<file path="src/rtl/surface_patch_association_table_defines.svh">
// ---------------------------------------------------------------------------
// Surface patch association table: assertion macros
// Shared property shorthands for the table's concurrent checks.
// ---------------------------------------------------------------------------
`ifndef SURFACE_PATCH_ASSOCIATION_TABLE_DEFINES_SVH
`define SURFACE_PATCH_ASSOCIATION_TABLE_DEFINES_SVH

// Same-cycle implication, disabled while reset is held
`define SPAT_ASSERT_IMP(name, clk, rstn, ante, cons, msg) \
  name: assert property (@(posedge clk) disable iff (!(rstn)) (ante) |-> (cons)) \
    else $error(msg);

// Next-cycle implication, disabled while reset is held
`define SPAT_ASSERT_NXT(name, clk, rstn, ante, cons, msg) \
  name: assert property (@(posedge clk) disable iff (!(rstn)) (ante) |=> (cons)) \
    else $error(msg);

`endif

</file>
<file path="src/rtl/spat_ram.sv">
// ---------------------------------------------------------------------------
// Generic RAM
// One write port and one read port, read data registered.
// ---------------------------------------------------------------------------
`default_nettype none

module spat_ram #(
  parameter int WIDTH = 16,
  parameter int DEPTH = 8,
  localparam int AW   = (DEPTH > 1) ? $clog2(DEPTH) : 1
) (
  input  logic             clk_i,
  input  logic             wr_en_i,
  input  logic [AW-1:0]    wr_addr_i,
  input  logic [WIDTH-1:0] wr_data_i,
  input  logic             rd_en_i,
  input  logic [AW-1:0]    rd_addr_i,
  output logic [WIDTH-1:0] rd_data_o
);

  logic [WIDTH-1:0] mem_q [DEPTH];
  logic [WIDTH-1:0] rd_data_q;

  // Storage and registered read
  always_ff @(posedge clk_i) begin
    if (wr_en_i) begin
      mem_q[wr_addr_i] <= wr_data_i;
    end
    if (rd_en_i) begin
      rd_data_q <= mem_q[rd_addr_i];
    end
  end

  assign rd_data_o = rd_data_q;

endmodule

`default_nettype wire

</file>
<file path="config.mk">
export PLATFORM = sky130hd
export DESIGN_NAME = spat_ram
export DESIGN_NICKNAME = d
export VERILOG_FILES = /design/src/rtl/surface_patch_association_table_defines.svh /design/src/rtl/spat_ram.sv
export SDC_FILE = /design/constraint.sdc
export NUM_CORES = 1
export LEC_CHECK = 0
export BUFFER_PORTS_ARGS = -buffer_cell sky130_fd_sc_hd__buf_2
export CAP_MARGIN = 20
export CORE_MARGIN = 10
export CORE_UTILIZATION = 45
export CTS_CLUSTER_SIZE = 24
export DETAILED_ROUTE_END_ITERATION = 12
export GPL_ROUTABILITY_DRIVEN = 0
export HOLD_SLACK_MARGIN = 0.06
export PLACE_DENSITY = 0.66
export SYNTH_ARGS = -nofsm -noshare
export SYNTH_HDL_FRONTEND = slang
export SYNTH_SLANG_ARGS = --single-unit
</file>
<file path="constraint.sdc">
create_clock -name clk_i -period 5.12 [get_ports clk_i]
set_input_delay 0.512 -clock clk_i [delete_from_list [all_inputs] [get_ports clk_i]]
set_output_delay 0.512 -clock clk_i [all_outputs]
set_load 0.01 [all_outputs]
</file>
Yosys cells after proc, flatten, opt, wreduce, memory -nomap -nowiden
Memories as Yosys holds them, arrays and structs flattened. A register that Yosys moved wholly into a read port is not among the register bits. Index checks and enable logic that the tools add are counted.

Mux-type cells: 2.

Operators with widths (number): $mux 1 (2).

Bits in registers: 0. Bits in writable memories: 128. Bits of input ports: 25. Output and inout bits: 16. Word-level logic and storage cells: 3. Memories: 1.

Memories: mem_q (depth 8, width 16, read ports 1, clocked after Yosys merged registers in 1, wr ports 1, line spat_ram.sv:21) `logic [WIDTH-1:0] mem_q [DEPTH];`.

Longest topological paths before layout
Depth after elaboration: 2. Mapped depth: 4.

Worst setup path before layout
Ideal clock, no wire load.

Path type: input -> register. From: input wr_addr_i[2]. To: memory mem_q[0][0], enable pin. Setup time: 0.409 ns. Arrival time: 1.825 ns. Setup slack: 2.885 ns. Stages on the path: 2. Path through: nand2b_1 nor3_1.

RTL lines: start: declaration (line spat_ram.sv:14) `input logic [AW-1:0] wr_addr_i,`; end: declaration (line spat_ram.sv:21).

Straight into the memory's write port.

==> run_results.csv <==
group,metric,value,unit
floorplan,dieArea,16900,um2
cts,cts.htree.levels,4,
cts,numCtsBuffers,17,
detailed_routing,wl_per_cell,22.5,um
logic_synthesis,syn_inst,214,
logic_synthesis,synth_fa_ha_area_share,0,%
cts,hold_buffers,0,
layout,final_nets,296,
logic_synthesis,synth_compound_area_share,0,%
sta,relSlewSlack,32.5,%
worst_setup_path,critPathMaxStageDelay,0.74,ns
pwr,finalPower,2.67,mW
worst_setup_path,endpoint_kind,"register",
worst_setup_path,worstSetupPathType,"input pin to register",
detailed_routing,wl,9670,um
logic_synthesis,synth_fp_nets,239,
cts,post-cts-setup-buffers,0,
logic_synthesis,ys_types,11,
grt,antenna_found_initial,1,
worst_setup_path,cp.required,5.28,ns
grt,grt_usage,12.2,%
floorplan,die_h,130,um
logic_synthesis,ys_top_cells_by_area,"edfxtp_1, mux4_1, mux2_2",
grt,grt_overflow,0,
layout,drive_gt1_share,34.3,%
layout,layout_commonest_cell,"edfxtp_1",
logic_synthesis,syn_area,5450,um2
logic_synthesis,synthMuxAreaShare,18.4,%
pwr,powerDensity,416,nW/um2
logic_synthesis,yosysTopAreaCell,"edfxtp_1",
layout,syn_to_final_growth,17.7,%
sta,skew,0.00477,ns
pwr,p_leak,2.20,nW
status,status,"completed",
logic_synthesis,synth_xor_area_share,0,%
worst_setup_path,cp_num_buf_inv,1,
detailed_routing,drt_iter0_markers,142,
logic_synthesis,synth_top_area_share,79.3,%
detailed_routing,vias_per_cell,5.55,
cts,cts_resized,0,
sta,hold_viol,0,
worst_setup_path,start_kind,"input pin",
sta,post-route-period-util,40.4,%
logic_synthesis,synth_top_family_by_area,"multiplexers",
worst_setup_path,critPathMaxFanout,32,
sta,setup_viol,0,
sta,period_minus_slack,2.07,ns
hold_path,hold_path.class,"input pin to register",
cts,clockBufferDepth,2,
cts,clock_sinks,144,
cts,cts_tree,"yes",
logic_synthesis,yosysSeqAreaShare,79.3,%
placed_design,port_buffers,40,
cts,insertion_delay,0.41,ns
grt,grt_max_degree,33,
sta,drv_slew,0,
detailed_routing,drc_errors,0,
placed_design,dp_slack,2.61,ns
grt,grt_pass1_wl,14600,um
layout,n_antenna_cell,0,
sta,setup_ws,3.05,ns
floorplan,die_x,130,um
floorplan,io_pins,41,
layout,final_cell_mix,"edfxtp_1, buf_2, mux4_1",
floorplan,start_util,45.6,%
logic_synthesis,ys_seq_elements,144,
pwr,ir_drop,168,uV
detailed_routing,num_vias,2386,
placed_design,hpwlAfterDp,5110,um
sta,finalSetupTns,0,ns
logic_synthesis,syn_area_per_cell,25.5,um2
cts,cts_root_buffer,"clkbuf_16",
floorplan,core_area,12000,um2
job,drv_cap,0,
sta,rsz0062_at_grt,"no",
cts,clk_pin_slew,0.06,ns
logic_synthesis,synthSimpleGateAreaFrac,1.08,%
worst_setup_path,cp_data_arrival_time,2.23,ns
sta,max_freq,0.483,GHz
worst_setup_path,cp_slowest_cell,"buf_2",
worst_setup_path,cp_cell_sequence,"buf_2, mux4_1, mux2_2",
worst_setup_path,crit_family,"multiplexers",
grt,grt_pass1_vias,2525,
detailed_routing,ant_nets,0,
sta,holdWs,0.373,ns
logic_synthesis,yosysWarnings,0,
sta,worst_pin_slew,1.01,ns
floorplan,rows,40,
detailed_routing,drt_first_pass_iters,5,
layout,final_util,53.7,%
## flip-flops by register name (all words and copies together), names as in the netlist
register and count:
mem_q 128, rd_data_o 16
## metal layers
| metal | GRT usage, % | vias up | share of wire (%) |
|---|---|---|---|
| met1 | 14.1 | 1260 | 42 |
| met2 | 20.5 | 59 | 52 |
| met3 | 3.85 | 13 | 3.8 |
| li1 | - | 1052 | - |
| met4 | 5.36 | 2 | 1.3 |
| met5 | 0 | - | 0.13 |
## kinds of logic after synthesis
| kind of cell | count (synthesis) |
|---|---|
| flip-flops | 144 |
| buffers and inverters | 9 |
| AND/OR/NAND/NOR | 13 |
| multiplexers | 48 |
## power by group
part	internal, mW	leakage [nW]	switching [mW]	total, mW
Clock	0.754	0.280	0.435	1.19
Combinational	0.0565	0.604	0.0659	0.122
Sequential	1.35	1.32	0.00918	1.36
## final timing paths
check / from / endpoint / slack [ns] / cells after the start
setup / recovery: rd_addr_i[0] / rd_data_o[14] / 3.05 / 3
hold / removal: wr_data_i[5] / mem_q[2][5] / 0.37 / 1
setup reg to reg: mem_q[1][7] / rd_data_o[7] / 3.72 / 2
hold reg to reg: mem_q[2][9] / rd_data_o[9] / 0.74 / 2
## per-stage QoR
step,std cells,cell area [um2]
after detailed placement,399,5840
after global routing,430,6420
after CTS,430,6420
final,430,6420
after floorplan,214,5450
after global placement,399,5840
## worst reg2reg max path, cell delays in order (launching register included)
cell and delay [ns]:
edfxtp_1 0.36, mux4_1 0.51, mux2_2 0.28
## synth_stat cells, drive strengths merged
cell type,number
edfxtp,144
mux4,32
mux2,16
buf,8
nor2,6
nand2b,3
nand2,2
nor3,2
clkbuf,1
## final cells by class
type,instances,area (um2)
Multi-Input combinational cell,61,1080
Timing Repair Buffer,47,253
Clock inverter,13,146
Clock buffer,18,429
Fill cell,921,5540
Tap cell,147,184
Sequential cell,144,4320
(Power assumes the default switching activity.)
